$ cat src/design/stbs_pkg.sv
// Shared types and constants for the sorted table binary search block.
`default_nettype none

package stbs_pkg;

  // Field widths
  localparam int unsigned VAL_W    = 32;
  localparam int unsigned CAP_W    = 11;
  localparam int unsigned IDX_W    = 10;
  localparam int unsigned STATUS_W = 2;

  // Capacity after reset
  localparam logic [CAP_W-1:0] CAP_RESET = 11'd1024;

  // Opcodes
  localparam logic OP_APPEND = 1'b0;
  localparam logic OP_SEARCH = 1'b1;

  // Result status codes
  localparam logic [STATUS_W-1:0] ST_APPENDED = 2'd0;
  localparam logic [STATUS_W-1:0] ST_DROPPED  = 2'd1;
  localparam logic [STATUS_W-1:0] ST_FOUND    = 2'd2;
  localparam logic [STATUS_W-1:0] ST_NOTFOUND = 2'd3;

  // Commands from controller to datapath
  typedef struct packed {
    logic                load;    // capture the input beat, open the search range
    logic                rd_en;   // issue a table read at the midpoint
    logic                step;    // narrow the search range after a miss
    logic                write;   // store the key at the fill slot
    logic                emit;    // load the output register
    logic [STATUS_W-1:0] status;  // status of the emitted result
  } cmd_t;

  // Status from datapath to controller
  typedef struct packed {
    logic can_append;   // fill count below capacity and depth
    logic range_empty;  // low bound has met the high bound
    logic probe_eq;     // probed word equals the key
    logic out_free;     // output register can take a result this cycle
  } stat_t;

endpackage

`default_nettype wire

$ cat src/design/stbs_ctrl.sv
// Controller state machine for the sorted table binary search block.
`default_nettype none

module stbs_ctrl (
  input  wire logic           clk,
  input  wire logic           rst_n,
  input  wire logic           in_valid,
  input  wire logic           in_op,
  output logic                in_ready,
  input  wire stbs_pkg::stat_t sts,
  output stbs_pkg::cmd_t      cmd
);

  import stbs_pkg::*;

  localparam logic [1:0] S_IDLE   = 2'd0;
  localparam logic [1:0] S_APPEND = 2'd1;
  localparam logic [1:0] S_PROBE  = 2'd2;
  localparam logic [1:0] S_CMP    = 2'd3;

  logic [1:0] state_r;
  logic [1:0] state_nxt;

  // Next state and commands
  always_comb begin
    cmd       = '0;
    state_nxt = state_r;
    in_ready  = 1'b0;
    unique case (state_r)
      S_IDLE: begin
        in_ready = 1'b1;
        if (in_valid) begin
          cmd.load  = 1'b1;
          state_nxt = (in_op == OP_SEARCH) ? S_PROBE : S_APPEND;
        end
      end
      S_APPEND: begin
        if (sts.out_free) begin
          cmd.emit = 1'b1;
          if (sts.can_append) begin
            cmd.write  = 1'b1;
            cmd.status = ST_APPENDED;
          end else begin
            cmd.status = ST_DROPPED;
          end
          state_nxt = S_IDLE;
        end
      end
      S_PROBE: begin
        if (sts.range_empty) begin
          if (sts.out_free) begin
            cmd.emit   = 1'b1;
            cmd.status = ST_NOTFOUND;
            state_nxt  = S_IDLE;
          end
        end else begin
          cmd.rd_en = 1'b1;
          state_nxt = S_CMP;
        end
      end
      S_CMP: begin
        if (sts.probe_eq) begin
          if (sts.out_free) begin
            cmd.emit   = 1'b1;
            cmd.status = ST_FOUND;
            state_nxt  = S_IDLE;
          end
        end else begin
          cmd.step  = 1'b1;
          state_nxt = S_PROBE;
        end
      end
      default: state_nxt = S_IDLE;
    endcase
  end

  // State register
  always_ff @(posedge clk) begin
    if (!rst_n) begin
      state_r <= S_IDLE;
    end else begin
      state_r <= state_nxt;
    end
  end

`ifndef SYNTHESIS
  // A result is emitted only into a free output register
  a_emit_free: assert property (@(posedge clk) disable iff (!rst_n)
    cmd.emit |-> sts.out_free)
    else $error("result emitted into a busy output register");

  // An accepted beat always moves the controller out of idle
  a_load_busy: assert property (@(posedge clk) disable iff (!rst_n)
    cmd.load |=> (state_r != S_IDLE))
    else $error("controller stayed idle after accepting a beat");

  // Every table read is followed by a compare cycle
  a_read_cmp: assert property (@(posedge clk) disable iff (!rst_n)
    cmd.rd_en |=> (state_r == S_CMP))
    else $error("table read not followed by a compare");

  // A write happens only when the table has room
  a_write_room: assert property (@(posedge clk) disable iff (!rst_n)
    cmd.write |-> (sts.can_append && cmd.emit))
    else $error("table write without room or result");
`endif

endmodule

`default_nettype wire

$ cat config.mk
export PLATFORM = sky130hd
export DESIGN_NAME = stbs_ctrl
export DESIGN_NICKNAME = d
export VERILOG_FILES = /design/src/design/stbs_pkg.sv /design/src/design/stbs_ctrl.sv
export SDC_FILE = /design/constraint.sdc
export NUM_CORES = 1
export LEC_CHECK = 0
export BUFFER_PORTS_ARGS = -buffer_cell sky130_fd_sc_hd__buf_2
export CAP_MARGIN = 10
export CORE_AREA = 2 2 39 41
export CTS_CLUSTER_DIAMETER = 80
export CTS_CLUSTER_SIZE = 24
export DETAILED_ROUTE_END_ITERATION = 7
export DIE_AREA = 0 0 41 43
export HOLD_SLACK_MARGIN = 0.12
export MAX_ROUTING_LAYER = met4
export PLACE_DENSITY_LB_ADDON = 0.15
export SYNTH_ARGS = -nofsm -noshare
export SYNTH_HDL_FRONTEND = slang
export SYNTH_SLANG_ARGS = --single-unit
$ cat constraint.sdc
create_clock -name clk -period 1.15 [get_ports clk]
set_input_delay 0.115 -clock clk [delete_from_list [all_inputs] [get_ports clk]]
set_output_delay 0.115 -clock clk [all_outputs]
set_load 0.01 [all_outputs]
==> reports/metrics.cfg <==
[status]
status = finished, violations left
violations = negative setup slack

[place]
dp.cells = 60
port_buffers = 15
pre_cts_ws_ps = 61.6
place_area_um2 = 300
gp_congestion = 0.707
place.detailed.hpwl_um = 446

[clock_network]
clockBufferDepth = 2
root_buffer = clkbuf_4
clock_latency_ps = 220
cts_made_buffers = 3
postCtsHoldBufs = 0
cts.htree.levels = 1
clock-sinks = 2
cts_tree = yes
clk_pin_slew_worst_paths_ps = 30

[global_routing]
grt_use_met1 = 0.0828
grt_pass1_wl_um = 959
gr-usage-met2 = 0.122
use_met3 = 0.0471
grt_pass1_vias = 240
grt_max_degree = 9
track_usage = 0.0882
antenna_found_initial = 0
busiest_layer = met2
globalRouteOverflowTotal = 0

[finish]
multi_input_area_um2 = 170
top_regs = state_r x2
largest_register = state_r
n_antenna_cell = 0
fin_nets = 58
ff_latch_area_um2 = 47.5
fin_cells = 64
final_area_um2 = 358
nFillCells = 155
largest_reg_flops = 2
drive_above_1_share = 0.604
syn_to_final_growth_pct = 71.3

[drt]
dr.pass1.iters = 1
wirelength_um = 602
vias = 265
drtAntennaViolNets = 0
viasPerCell = 4.14
first_iter_violations = 0
wire_per_inst_um = 9.41
drc = 0

[worst_setup_path]
worstPathBufferInverterCount = 1
crit_path_end_kind = primary output
cp.arrival_ps = 1100
crit_chain = nor2b_4 -> o2bb2ai_1 -> and2_1 -> buf_2
crit_slowest_cell = dfxtp_4
critical_path_class = register to primary output
required_ps = 1030
critPathMaxFanout = 7
start_kind = register
cp_slowest_stage_delay_ps = 360
crit_family = flip-flops

[power_and_ir_drop]
vdd_drop_max_mv = 0.445
power_density_nw_per_um2 = 1050
power.leakage_nw = 0.180
p_total_mw = 0.377

[timing]
fin_ws_ps = -60.7
final_hold_viol_count = 0
tightest_slew_ps = 218
fmax_mhz = 826
skew_ps = 1.50
slew_headroom = 0.853
drv_slew = 0
rsz0062_at_grt = yes
fin_crit_ps = 1210
hold-worst-slack_ps = 139
min_period_over_period = 1.05
finalSetupViolCount = 3

[logic_synthesis]
syn_area_um2 = 209
synth_xor_area_frac = 0
async_flop_share = 0
syn_nets = 37
synth_adder_area_share = 0
synth_most_common_cell = nand2_1
synth_cells = 29
synth_common_cells = nand2_1, and2_1, dfxtp_1, nor2_1, o21ai_0
synthSimpleGateAreaFrac = 0.407
synth.top_cell.area_share = 0.192
synth_top_family_by_area = simple AND/OR/NAND/NOR gates
ys_seq_area_frac = 0.192
synth_edf_count = 0
ys_warn_count = 0
synth_compound_area_frac = 0.311
yosys_register_bits = 2
yosysTopAreaCell = dfxtp_1
synth.area.top_cells = dfxtp_1, and2_1, nand2_1, a221oi_2, buf_6
synth_cell_types = 20
synth_mux_area_frac = 0
avgSynthCellArea_um2 = 7.21
synthFlopType = dfxtp_1

[floorplanning]
num_rows = 14
start_util = 0.151
coreArea_um2 = 1380
die_x_um = 41
num_io_pins = 16
die_area_um2 = 1760
die_y_um = 43

[min_path]
hold_class = primary input to register

[flow_run]
max_cap_violations = 0

## repair_timing
action                     in CTS  in global routing
pin swaps                       1                  2
gates resized for setup         6                  3
setup endpoints to repair       7                  7
hold endpoints to repair        0                  0
setup buffers                   0                  1
## cells in the final DEF (no fill, tap or decap), types with 2 or more instances in the layout
cell / count
buf_2: 15
clkbuf_4: 3
nand2_1: 5
nor2b_4: 2
buf_4: 2
o21ai_0: 2
and2_1: 3
dfxtp_4: 2
## metrics by stage
stage	utilization	setup TNS, ps
floorplan	-	0
global placement	0.217	0
detailed placement	0.217	0
CTS	0.246	-244
global route	0.259	-449
finish	0.259	-148
## path summary, 6_finish.rpt
check                          startpoint                       to  slack (ps)  cells after the start
setup / recovery  state_r[0]$_SDFFE_PN0P_                   cmd[0]         -60                      4
hold / removal                      rst_n  state_r[0]$_SDFFE_PN0P_         140                      2
setup reg to reg  state_r[1]$_SDFFE_PN0P_  state_r[0]$_SDFFE_PN0P_         180                      3
hold reg to reg   state_r[1]$_SDFFE_PN0P_  state_r[1]$_SDFFE_PN0P_         550                      2
## cells by family (layout without fill, tap and decap cells)
family | Yosys count | after routing
AND/OR/NAND/NOR | 16 | 16
flip-flops | 2 | 2
AO/OA/AOI/OAI | 8 | 8
buffers and inverters | 3 | 22
## cell type report
class,instances,share of cell area
Multi-Input combinational cell,24,0.476
Timing Repair Buffer,17,0.252
Sequential cell,2,0.133
Clock buffer,3,0.0629
Tap cell,16,0.0559
Inverter,2,0.0210
## power breakdown
group          leakage, nW  total, mW  internal (mW)  switching (mW)
sequential          0.0178     0.0922         0.0783          0.0138
clock               0.0138      0.156          0.115          0.0409
combinational        0.149      0.129         0.0657          0.0631
total                0.180      0.377          0.259           0.118
## per-layer routing
layer / up-vias / share of wire / wire (um)
met3: 0 / 0.032 / 19
met1: 124 / 0.39 / 237
met2: 3 / 0.57 / 345
met4: 0 / 0 / 0
li1: 138 / - / -
met5: - / 0 / 0
Power figures use the tool's default switching activity.
